<file path="config.mk">
export PLATFORM = sky130hd
export DESIGN_NAME = common_letter_multiset_sorted_top
export DESIGN_NICKNAME = d
export VERILOG_FILES = /design/src/rtl/clms_pkg.sv /design/src/rtl/clms_dp.sv /design/src/rtl/clms_ctrl.sv /design/src/rtl/common_letter_multiset_sorted_top.sv
export SDC_FILE = /design/constraint.sdc
export NUM_CORES = 1
export LEC_CHECK = 0
export ABC_AREA = 1
export BUFFER_PORTS_ARGS = -buffer_cell sky130_fd_sc_hd__clkbuf_2
export CAP_MARGIN = 20
export CORE_MARGIN = 2
export CORE_UTILIZATION = 30
export DETAILED_ROUTE_END_ITERATION = 8
export SYNTH_ARGS = -nofsm -noshare
export SYNTH_HDL_FRONTEND = slang
export SYNTH_SLANG_ARGS = --single-unit
</file>
<file path="constraint.sdc">
create_clock -name clk -period 4.1 [get_ports clk]
set_input_delay 0.41 -clock clk [delete_from_list [all_inputs] [get_ports clk]]
set_output_delay 0.41 -clock clk [all_outputs]
set_load 0.01 [all_outputs]
</file>
<file path="src/rtl/clms_pkg.sv">
package clms_pkg;

    // Alphabet and character constants
    localparam int ALPHABET_SIZE = 26;
    localparam int BIN_W = 5;
    localparam logic [7:0] CHAR_A = 8'h61;
    localparam logic [7:0] CHAR_Z = 8'h7a;
    localparam logic [BIN_W-1:0] LAST_BIN = BIN_W'(ALPHABET_SIZE - 1);

    // Input item kinds carried on tuser
    localparam logic [1:0] MODE_FIRST  = 2'd0;
    localparam logic [1:0] MODE_SECOND = 2'd1;
    localparam logic [1:0] MODE_FINISH = 2'd2;

    // Commands from the controller to the datapath
    typedef struct packed {
        logic add_first;
        logic add_second;
        logic clear;
        logic idx_clear;
        logic idx_inc;
        logic cnt_load;
        logic cnt_dec;
        logic show_empty;
    } clms_cmd_t;

    // Status from the datapath to the controller
    typedef struct packed {
        logic any_common;
        logic bin_common;
        logic no_higher;
        logic cnt_one;
        logic idx_last;
    } clms_sts_t;

endpackage

</file>
<file path="src/rtl/clms_dp.sv">
module clms_dp #(
    parameter int MAX_LEN = 64
) (
    input  logic                clk,
    input  logic                rst_n,
    input  clms_pkg::clms_cmd_t cmd,
    input  logic [7:0]          symbol,
    output clms_pkg::clms_sts_t sts,
    output logic [7:0]          letter
);
    import clms_pkg::*;

    localparam int CNT_W = $clog2(MAX_LEN + 1);

    logic [CNT_W-1:0] first_bins_reg  [ALPHABET_SIZE];
    logic [CNT_W-1:0] second_bins_reg [ALPHABET_SIZE];
    logic [CNT_W-1:0] first_len_reg;
    logic [CNT_W-1:0] second_len_reg;
    logic [BIN_W-1:0] idx_reg;
    logic [CNT_W-1:0] cnt_reg;

    logic             is_letter;
    logic [7:0]       sym_off;
    logic [BIN_W-1:0] bin_sel;
    logic             take_first;
    logic             take_second;
    logic [ALPHABET_SIZE-1:0] common_mask;
    logic [CNT_W-1:0] cur_first;
    logic [CNT_W-1:0] cur_second;
    logic [CNT_W-1:0] cur_min;
    logic             higher_found;

    // Decode the incoming byte into a bin number
    assign is_letter = (symbol >= CHAR_A) && (symbol <= CHAR_Z);
    assign sym_off = symbol - CHAR_A;
    assign bin_sel = sym_off[BIN_W-1:0];
    assign take_first = cmd.add_first && is_letter && (first_len_reg < CNT_W'(MAX_LEN));
    assign take_second = cmd.add_second && is_letter && (second_len_reg < CNT_W'(MAX_LEN));

    // Histograms and string lengths
    always_ff @(posedge clk or negedge rst_n)
    begin
        if (!rst_n)
        begin
            for (int i = 0; i < ALPHABET_SIZE; i++)
            begin
                first_bins_reg[i] <= '0;
                second_bins_reg[i] <= '0;
            end
            first_len_reg <= '0;
            second_len_reg <= '0;
        end
        else if (cmd.clear)
        begin
            for (int i = 0; i < ALPHABET_SIZE; i++)
            begin
                first_bins_reg[i] <= '0;
                second_bins_reg[i] <= '0;
            end
            first_len_reg <= '0;
            second_len_reg <= '0;
        end
        else
        begin
            for (int i = 0; i < ALPHABET_SIZE; i++)
            begin
                if (take_first && (bin_sel == BIN_W'(i)))
                begin
                    first_bins_reg[i] <= first_bins_reg[i] + 1'b1;
                end
                if (take_second && (bin_sel == BIN_W'(i)))
                begin
                    second_bins_reg[i] <= second_bins_reg[i] + 1'b1;
                end
            end
            if (take_first)
            begin
                first_len_reg <= first_len_reg + 1'b1;
            end
            if (take_second)
            begin
                second_len_reg <= second_len_reg + 1'b1;
            end
        end
    end

    // Bins that both strings hold at least once
    always_comb
    begin
        for (int i = 0; i < ALPHABET_SIZE; i++)
        begin
            common_mask[i] = (first_bins_reg[i] != '0) && (second_bins_reg[i] != '0);
        end
    end

    // Current bin of the walk and its repeat count
    assign cur_first = first_bins_reg[idx_reg];
    assign cur_second = second_bins_reg[idx_reg];
    assign cur_min = (cur_first < cur_second) ? cur_first : cur_second;

    always_comb
    begin
        higher_found = 1'b0;
        for (int i = 0; i < ALPHABET_SIZE; i++)
        begin
            if ((BIN_W'(i) > idx_reg) && common_mask[i])
            begin
                higher_found = 1'b1;
            end
        end
    end

    // Walk index and remaining repeats
    always_ff @(posedge clk or negedge rst_n)
    begin
        if (!rst_n)
        begin
            idx_reg <= '0;
            cnt_reg <= '0;
        end
        else
        begin
            if (cmd.idx_clear)
            begin
                idx_reg <= '0;
            end
            else if (cmd.idx_inc)
            begin
                idx_reg <= idx_reg + 1'b1;
            end
            if (cmd.cnt_load)
            begin
                cnt_reg <= cur_min;
            end
            else if (cmd.cnt_dec)
            begin
                cnt_reg <= cnt_reg - 1'b1;
            end
        end
    end

    assign sts.any_common = |common_mask;
    assign sts.bin_common = common_mask[idx_reg];
    assign sts.no_higher = !higher_found;
    assign sts.cnt_one = (cnt_reg == CNT_W'(1));
    assign sts.idx_last = (idx_reg == LAST_BIN);

    assign letter = cmd.show_empty ? 8'h00 : (CHAR_A + 8'(idx_reg));

    // Checks on the datapath
    a_len_cap: assert property (@(posedge clk) disable iff (!rst_n)
        (first_len_reg <= CNT_W'(MAX_LEN)) && (second_len_reg <= CNT_W'(MAX_LEN)))
        else $error("string length exceeds its cap");

    a_dec_nonzero: assert property (@(posedge clk) disable iff (!rst_n)
        cmd.cnt_dec |-> (cnt_reg != '0))
        else $error("repeat count decremented below zero");

    a_clear_lengths: assert property (@(posedge clk) disable iff (!rst_n)
        cmd.clear |=> (first_len_reg == '0) && (second_len_reg == '0))
        else $error("lengths not cleared after finish");

endmodule

</file>
<file path="src/rtl/clms_ctrl.sv">
module clms_ctrl (
    input  logic                clk,
    input  logic                rst_n,
    input  logic                s_tvalid,
    output logic                s_tready,
    input  logic [1:0]          mode,
    output logic                m_tvalid,
    input  logic                m_tready,
    output logic                empty_res,
    output logic                last,
    output clms_pkg::clms_cmd_t cmd,
    input  clms_pkg::clms_sts_t sts
);
    import clms_pkg::*;

    typedef enum logic [3:0] {
        ST_IDLE  = 4'b0001,
        ST_SCAN  = 4'b0010,
        ST_EMIT  = 4'b0100,
        ST_EMPTY = 4'b1000
    } state_t;

    state_t state_reg;
    state_t state_next;

    // State register
    always_ff @(posedge clk or negedge rst_n)
    begin
        if (!rst_n)
        begin
            state_reg <= ST_IDLE;
        end
        else
        begin
            state_reg <= state_next;
        end
    end

    // Next state and datapath commands
    always_comb
    begin
        state_next = state_reg;
        cmd = '0;
        s_tready = 1'b0;
        m_tvalid = 1'b0;
        empty_res = 1'b0;
        last = 1'b0;
        unique case (state_reg)
            ST_IDLE:
            begin
                s_tready = 1'b1;
                if (s_tvalid)
                begin
                    unique case (mode)
                        MODE_FIRST:  cmd.add_first = 1'b1;
                        MODE_SECOND: cmd.add_second = 1'b1;
                        MODE_FINISH:
                        begin
                            cmd.idx_clear = 1'b1;
                            state_next = sts.any_common ? ST_SCAN : ST_EMPTY;
                        end
                        default: ;
                    endcase
                end
            end
            ST_SCAN:
            begin
                if (sts.bin_common)
                begin
                    cmd.cnt_load = 1'b1;
                    state_next = ST_EMIT;
                end
                else if (sts.idx_last)
                begin
                    cmd.clear = 1'b1;
                    state_next = ST_IDLE;
                end
                else
                begin
                    cmd.idx_inc = 1'b1;
                end
            end
            ST_EMIT:
            begin
                m_tvalid = 1'b1;
                last = sts.cnt_one && sts.no_higher;
                if (m_tready)
                begin
                    cmd.cnt_dec = 1'b1;
                    if (sts.cnt_one)
                    begin
                        if (sts.no_higher)
                        begin
                            cmd.clear = 1'b1;
                            state_next = ST_IDLE;
                        end
                        else
                        begin
                            cmd.idx_inc = 1'b1;
                            state_next = ST_SCAN;
                        end
                    end
                end
            end
            ST_EMPTY:
            begin
                m_tvalid = 1'b1;
                empty_res = 1'b1;
                last = 1'b1;
                cmd.show_empty = 1'b1;
                if (m_tready)
                begin
                    cmd.clear = 1'b1;
                    state_next = ST_IDLE;
                end
            end
            default:
            begin
                state_next = ST_IDLE;
            end
        endcase
    end

    // Checks on the controller
    a_one_side: assert property (@(posedge clk) disable iff (!rst_n)
        !(s_tready && m_tvalid))
        else $error("input taken while a result beat is offered");

    a_finish_leaves_idle: assert property (@(posedge clk) disable iff (!rst_n)
        (s_tvalid && s_tready && (mode == MODE_FINISH)) |=> !s_tready)
        else $error("finish item did not start the walk");

endmodule

</file>
<file path="src/rtl/common_letter_multiset_sorted_top.sv">
// Letter bytes (tuser 0 or 1) are taken one per cycle and leave no result.
// A finish item scans the 26 bins in alphabetical order up to the last common
// bin and sends each common letter min(count1, count2) times as result beats.
// No input is taken while a finish run is being walked and sent.
// Asynchronous active-low reset clears both histograms, lengths and the FSM.
module common_letter_multiset_sorted_top #(
    parameter int MAX_LEN = 64
) (
    input  logic       clk,
    input  logic       rst_n,
    input  logic       s_tvalid,
    output logic       s_tready,
    input  logic [7:0] s_tdata,  // [7:0] symbol
    input  logic [1:0] s_tuser,  // [1:0] mode
    output logic       m_tvalid,
    input  logic       m_tready,
    output logic [7:0] m_tdata,  // [7:0] letter
    output logic [0:0] m_tuser,  // [0] empty_res
    output logic       m_tlast
);
    import clms_pkg::*;

    clms_cmd_t  cmd;
    clms_sts_t  sts;
    logic       empty_flag;

    // Sequencer for loading and walking the histograms
    clms_ctrl u_ctrl (
        .clk       (clk),
        .rst_n     (rst_n),
        .s_tvalid  (s_tvalid),
        .s_tready  (s_tready),
        .mode      (s_tuser),
        .m_tvalid  (m_tvalid),
        .m_tready  (m_tready),
        .empty_res (empty_flag),
        .last      (m_tlast),
        .cmd       (cmd),
        .sts       (sts)
    );

    // Histograms, walk index and repeat counter
    clms_dp #(
        .MAX_LEN (MAX_LEN)
    ) u_dp (
        .clk    (clk),
        .rst_n  (rst_n),
        .cmd    (cmd),
        .symbol (s_tdata),
        .sts    (sts),
        .letter (m_tdata)
    );

    assign m_tuser[0] = empty_flag;

endmodule

</file>
==> results of run 1 <==
## critical path, stage by stage (launching register included)
cell	delay (ns)
sky130_fd_sc_hd__dfrtp_4	0.56
sky130_fd_sc_hd__clkinv_2	0.21
sky130_fd_sc_hd__buf_4	0.28
sky130_fd_sc_hd__o21ai_0	0.27
sky130_fd_sc_hd__o21ai_0	0.17
sky130_fd_sc_hd__nor2_1	0.13
sky130_fd_sc_hd__o21ai_0	0.17
sky130_fd_sc_hd__nand2_1	0.17
sky130_fd_sc_hd__nand2_1	0.17
sky130_fd_sc_hd__nor2_1	0.30
sky130_fd_sc_hd__inv_1	0.08
sky130_fd_sc_hd__ha_1	0.31
sky130_fd_sc_hd__a21oi_1	0.16
sky130_fd_sc_hd__nand2_1	0.08
sky130_fd_sc_hd__nand2_2	0.14
sky130_fd_sc_hd__nand2_1	0.19
sky130_fd_sc_hd__nand2_1	0.10
sky130_fd_sc_hd__nand3_1	0.09
sky130_fd_sc_hd__a21oi_1	0.16
## power by group
group	internal, mW	switching (mW)
clock network	2.51	1.81
logic	0.189	0.464
registers	3.92	0.0222
## stage by stage
stage / instance area, um2 / instances / total power [mW] / worst slack, ns / util
CTS: 30600 / 4967 / 9.00 / 0.284 / 0.340
finish: 30600 / 4969 / 8.91 / 0.251 / 0.340
global placement: 29000 / 4880 / 4.67 / 0.336 / 0.323
detailed placement: 29000 / 4880 / 4.68 / 0.316 / 0.323
global route: 30600 / 4968 / 9.25 / 0.0176 / 0.340
floorplan: 27200 / 3699 / 4.41 / 0.689 / -
## layout by cell type, fill, tap and decap left out, types with 87 or more instances in the layout
cell type                 instances
sky130_fd_sc_hd__nor3_1          87
sky130_fd_sc_hd__dfrtp_1        392
sky130_fd_sc_hd__ha_1           117
sky130_fd_sc_hd__nand3_1        225
sky130_fd_sc_hd__nand4_1        102
sky130_fd_sc_hd__inv_1          591
sky130_fd_sc_hd__nand2_1        603
sky130_fd_sc_hd__nor2_1         646
sky130_fd_sc_hd__o21ai_0        252
sky130_fd_sc_hd__xor2_1         287
## how the worst min path moves through the flow
stage	start	to	slack (ns)	cells after the start
6_report	m_tready	u_ctrl.state_reg[3]	0.21	4
2_1_floorplan	rst_n	u_ctrl.state_reg[1]	0.11	0
3_5_place_dp	u_dp.second_len_reg[6]	u_dp.second_len_reg[6]	0.50	2
3_3_place_gp	u_dp.second_len_reg[6]	u_dp.second_len_reg[6]	0.49	2
4_1_cts	m_tready	u_ctrl.state_reg[3]	0.19	4
5_1_grt	m_tready	u_ctrl.state_reg[3]	0.24	4
## layout make-up
| cell class | count | area, um2 |
|---|---|---|
| fillers | 9490 | 59300 |
| multi-input cells | 2594 | 14300 |
| flip-flops and latches | 394 | 9860 |
| inverters | 608 | 2280 |
| well taps | 1176 | 1470 |
| clock buffers | 70 | 1370 |
| repair buffers | 110 | 1080 |
| clock inverters | 16 | 176 |
| diodes | 1 | 2.50 |
## logic make-up after synthesis
logic type      count (synthesis)  synth area share
simple gates                 1752             0.284
buf+inv                       711             0.111
compound gates                397            0.0816
flops                         394             0.363
mux                             7           0.00276
xor+xnor                      321             0.103
fa+ha+maj                     117            0.0539
## per-layer routing
| metal | vias up | routed length [um] | track usage |
|---|---|---|---|
| li1 | 11800 | - | - |
| met1 | 11400 | 37900 | 0.250 |
| met2 | 785 | 37000 | 0.278 |
| met3 | 176 | 6120 | 0.0314 |
| met4 | 4 | 3350 | 0.0703 |
| met5 | - | 24 | 0 |
==> flow_summary.json, run 1 <==
{
  "synth_nets": 3830,
  "core_region_area_um2": 89900,
  "timing_worst_setup_path_type": "reg2reg",
  "cts_resized": 0,
  "clock.fmax_mhz": 260,
  "drcViolationCount": 0,
  "half_perimeter_wire_length_after_placement_um": 63200,
  "grt_max_degree": 95,
  "cp.required_ns": 4.62,
  "max_cap_viol_count": 0,
  "clock_path_buffers": 3,
  "antenna_left": 0,
  "synth_commonest_cells": "648 x sky130_fd_sc_hd__nor2_1, 603 x sky130_fd_sc_hd__nand2_1, 591 x sky130_fd_sc_hd__inv_1, 393 x sky130_fd_sc_hd__dfrtp_1, 287 x sky130_fd_sc_hd__xor2_1",
  "timing.reg2reg.worst_path_depth": 18,
  "setup_total_negative_slack_ns": 0,
  "drt_iter0_markers": 2436,
  "fin_worst_skew_ns": 0.0296,
  "fin_nets": 3887,
  "outcome": "finished clean",
  "drive_above_1_share": 0.0715,
  "root_buffer_master": "sky130_fd_sc_hd__clkbuf_16",
  "syn-instance-count": 3699,
  "power.leakage_nw": 13.5,
  "avgSynthCellArea_um2": 7.35,
  "netlist.top_cell.by_area": "sky130_fd_sc_hd__dfrtp_1",
  "clkSlewWorstSetupHoldPaths_ns": 0.06,
  "synth-seq-area-share": 0.363,
  "worst_setup_path_startpoint": "u_dp.idx_reg[0]",
  "crit-reg2reg-launch": "u_dp.idx_reg[0]",
  "postRouteWirelength_um": 84500,
  "setup_viol_count_final": 0,
  "startpoint_type": "flop",
  "measured_slew_at_the_worst_slew_check_pin_ns": 0.879,
  "via_per_inst": 4.85,
  "number_of_cts_inserted_buffers": 48,
  "ys_top_cells_by_area": "sky130_fd_sc_hd__dfrtp_1 36%, sky130_fd_sc_hd__xor2_1 9.3%, sky130_fd_sc_hd__nor2_1 9.0%, sky130_fd_sc_hd__nand2_1 8.3%, sky130_fd_sc_hd__inv_1 8.2%",
  "synth.yosys.warnings": 0,
  "ys_ff_latch": 394,
  "drt_pass1_iterations": 5,
  "cp_max_fo": 23,
  "async_reset_ff_frac": 1.00,
  "globalRoute.totalOverflow": 0,
  "finalCritPeriodShare": 0.939,
  "netlist.area_leader.share": 0.362,
  "cts-htree-levels": 2,
  "post_synth_edffs": 0,
  "power.density_cell_area_nw_per_um2": 291,
  "first_global_vias": 22800,
  "worst-endpoint-arrival_ns": 4.37,
  "worstReg2RegEnd": "u_dp.cnt_reg[5]",
  "clock_latency_of_the_later_clocked_register_in_the_worst_skew_pair_ns": 0.61,
  "timing.final.max_slew_violations": 0,
  "dieArea_um2": 93000,
  "endpoint_kind": "flop",
  "starting_density_of_the_core": 0.302,
  "port_buffers": 25,
  "timing.final.crit_period_ns": 3.85,
  "grtUsageTotal": 0.180,
  "grt_setup_unrepaired": "no",
  "antenna_found_initial": 4,
  "max-slew-margin-rel": 0.413,
  "tritoncts_clock_tree": "built",
  "cts_setup_buffers": 0,
  "die_w_um": 305,
  "hp-class": "in2reg",
  "setup.reg_to_reg.worst_slack_ns": 0.25,
  "clkSinkCount": 394,
  "yosys.cell_count.top_type": "sky130_fd_sc_hd__nor2_1",
  "synth_ff_type": "sky130_fd_sc_hd__dfrtp_1",
  "ys_types": 50,
  "num_io_pins": 26,
  "flow.area_growth_from_synthesis_pct": 12.5,
  "cts_hold_buffers": 1,
  "grt_first_pass_wirelength_um": 133000,
  "globalplace.congestion": 0.982,
  "fp.dieH_um": 305,
  "netlist_area_um2": 27200,
  "placement_row_count": 110,
  "worst_hold_slack_ns": 0.214,
  "setup.worst_path.end": "u_dp.cnt_reg[5]",
  "wire_per_inst_um": 17.0,
  "dr_total_vias": 24100,
  "timing_hold_violations_final": 0,
  "irDropWorstVdd_v": 0.000251
}
No activity file was read; power rests on OpenSTA's default activity.
==> run 2: changes to the inputs <==
--- a/config.mk
+++ b/config.mk
@@ -11,4 +11,5 @@
 export CORE_MARGIN = 2
 export CORE_UTILIZATION = 30
+export CTS_CLUSTER_DIAMETER = 60
 export DETAILED_ROUTE_END_ITERATION = 8
 export SYNTH_ARGS = -nofsm -noshare
==> constraint.sdc (replaced) <==
create_clock -name clk -period 4 [get_ports clk]
set_input_delay 0.6 -clock clk [delete_from_list [all_inputs] [get_ports clk]]
set_output_delay 0.6 -clock clk [all_outputs]
set_load 0.01 [all_outputs]
==> flow_summary.json, run 2 (synthesis results as in run 1) <==
{
  "power.density_cell_area_nw_per_um2": 305,
  "hp-class": "in2async",
  "setup.reg_to_reg.worst_slack_ns": 0.22,
  "antenna_left": 0,
  "tritoncts_clock_tree": "built",
  "wire_per_inst_um": 16.7,
  "power_frac_comb": 0.068,
  "half_perimeter_wire_length_after_placement_um": 61700,
  "power.leakage_nw": 13.5,
  "worstReg2RegEnd": "u_dp.cnt_reg[5]",
  "max_cap_viol_count": 0,
  "fin_nets": 3881,
  "final_util": 0.340,
  "endpoint_kind": "primary output",
  "irDropWorstVdd_v": 0.000274,
  "num-fill-cells": 9553,
  "drt_pass1_iterations": 5,
  "cp_max_fo": 22,
  "finalWorstSetupSlack_ns": 0.182,
  "port_buffers": 25,
  "critical_path.max_stage_delay_ns": 0.52,
  "measured_slew_at_the_worst_slew_check_pin_ns": 1.08,
  "grt_setup_unrepaired": "no",
  "startpoint_type": "flop",
  "outcome": "finished clean",
  "most_common_cell_after_layout_fill_and_taps_aside": "sky130_fd_sc_hd__nor2_1",
  "globalplace.congestion": 0.985,
  "number_of_cts_inserted_buffers": 49,
  "total_power_mw": 9.32,
  "final_cells": 4964,
  "placement_row_count": 110,
  "worst-endpoint-arrival_ns": 3.22,
  "grt_max_degree": 106,
  "timing.final.crit_period_ns": 3.82,
  "place_inst": 4875,
  "first_global_vias": 22700,
  "via_per_inst": 4.85,
  "timing.final.max_slew_violations": 0,
  "die_w_um": 305,
  "globalRoute.totalOverflow": 0,
  "slowest_stage": "sky130_fd_sc_hd__dfrtp_4",
  "root_buffer_master": "sky130_fd_sc_hd__clkbuf_16",
  "timing_worst_setup_path_type": "reg2out",
  "timing.critical_path.cells": "buf_4 -> ha_1 -> nand2_1 -> inv_1 -> nand2_1 -> nand4_1 -> o21ai_1 -> nor2_1 -> nand3_1 -> nor2_2 -> nand2_1 -> o21bai_2 -> clkbuf_2",
  "grt_first_pass_wirelength_um": 130000,
  "clkSlewWorstSetupHoldPaths_ns": 0.06,
  "clock_latency_of_the_later_clocked_register_in_the_worst_skew_pair_ns": 0.60,
  "dr_total_vias": 24100,
  "mostFrequentLayoutCells": "645 x sky130_fd_sc_hd__nor2_1, 603 x sky130_fd_sc_hd__nand2_1, 591 x sky130_fd_sc_hd__inv_1",
  "dieArea_um2": 93000,
  "fp.dieH_um": 305,
  "cp.required_ns": 3.40,
  "cpMostUsedCell": "sky130_fd_sc_hd__nand2_1",
  "finalCritPeriodShare": 0.954,
  "drcViolationCount": 0,
  "timing_hold_violations_final": 0,
  "core_region_area_um2": 89900,
  "clock.fmax_mhz": 262,
  "net_switching_component_of_the_power_mw": 2.34,
  "top_layer_used": "met5",
  "max-slew-margin-rel": 0.276,
  "setup_viol_count_final": 0,
  "grtUsageTotal": 0.176,
  "fin_worst_skew_ns": 0.0281,
  "crit-reg2reg-launch": "u_dp.idx_reg[0]",
  "num_io_pins": 26,
  "internal_power_mw": 6.98,
  "setup_total_negative_slack_ns": 0,
  "flow.area_growth_from_synthesis_pct": 12.5,
  "clock_path_buffers": 3,
  "antenna_found_initial": 4,
  "cts_setup_buffers": 0,
  "pre_cts_setup_slack_ns": 0.0512,
  "pwr-share-seq": 0.434,
  "drive_above_1_share": 0.0713,
  "drt_iter0_markers": 2370,
  "starting_density_of_the_core": 0.302,
  "cts-htree-levels": 2,
  "clkSinkCount": 394,
  "route.met2.wl_um": 36600,
  "met3_wirelength_um": 5800,
  "pwr-share-clk": 0.499,
  "postRouteWirelength_um": 82700,
  "metal_1_wl_um": 36900,
  "sw_frac_of_total": 0.251,
  "timing.reg2reg.worst_path_depth": 16
}
## run 2: final cells by class
type / count / area (um2) / area share
Timing Repair Buffer: 103 / 958 / 0.0313
Inverter: 608 / 2280 / 0.0747
Antenna cell: 1 / 2.50 / 0.0000818
Clock inverter: 18 / 274 / 0.00896
Tap cell: 1176 / 1470 / 0.0481
Multi-Input combinational cell: 2594 / 14300 / 0.469
Sequential cell: 394 / 9860 / 0.323
Clock buffer: 70 / 1390 / 0.0453
## run 2: worst max-delay path, delay by kind of cell (launching register included)
family | cells | cell delay, ns
AOI/OAI and AO/OA | 2 | 0.28
DFF | 1 | 0.52
buffers and inverters | 3 | 0.61
and+or+nand+nor | 7 | 1.00
adders and majority gates | 1 | 0.23
## run 2: worst max-delay path by stage
stage | from | to | slack (ns) | cells after the start
after detailed placement | u_dp.idx_reg[0] | u_dp.cnt_reg[0] | 0.05 | 17
after floorplan | u_dp.idx_reg[0] | u_dp.cnt_reg[0] | 0.59 | 20
after global routing | u_dp.idx_reg[0] | u_dp.cnt_reg[0] | 0.01 | 16
final | u_dp.idx_reg[0] | m_tlast | 0.18 | 13
after CTS | u_dp.idx_reg[0] | u_dp.cnt_reg[0] | 0.03 | 17
after global placement | u_dp.idx_reg[0] | u_dp.cnt_reg[5] | 0.07 | 17
## run 2: what timing repair did
item / in CTS / in global routing
hold endpoints to repair: 0 / 0
endpoints found under the setup margin: 1 / 8
gates cloned: 0 / 0
resized for setup: 1 / 8
hold buffers: 0 / 0
## run 2: per-layer routing
layer / global-route usage / vias up
li1: - / 11700
met1: 0.241 / 11400
met2: 0.277 / 780
met3: 0.0308 / 185
met4: 0.0671 / 8
met5: 0 / -
## run 2: per-stage QoR
step | hold slack, ns | instance area (um2)
3_5_place_dp | 0.518 | 28900
2_1_floorplan | 0.304 | 27200
5_1_grt | 0.0264 | 30600
3_3_place_gp | 0.507 | 28900
6_report | 0.00416 | 30600
4_1_cts | 0.00149 | 30500
## run 2: power by group through the flow
| stage | Clock (mW) | Combinational (mW) | Sequential, mW |
|---|---|---|---|
| CTS | 4.76 | 0.640 | 4.04 |
| detailed placement | 0 | 0.638 | 4.11 |
| floorplan | 0 | 0.409 | 4.11 |
| global placement | 0 | 0.636 | 4.11 |
| global route | 4.92 | 0.704 | 4.04 |
| finish | 4.65 | 0.632 | 4.04 |
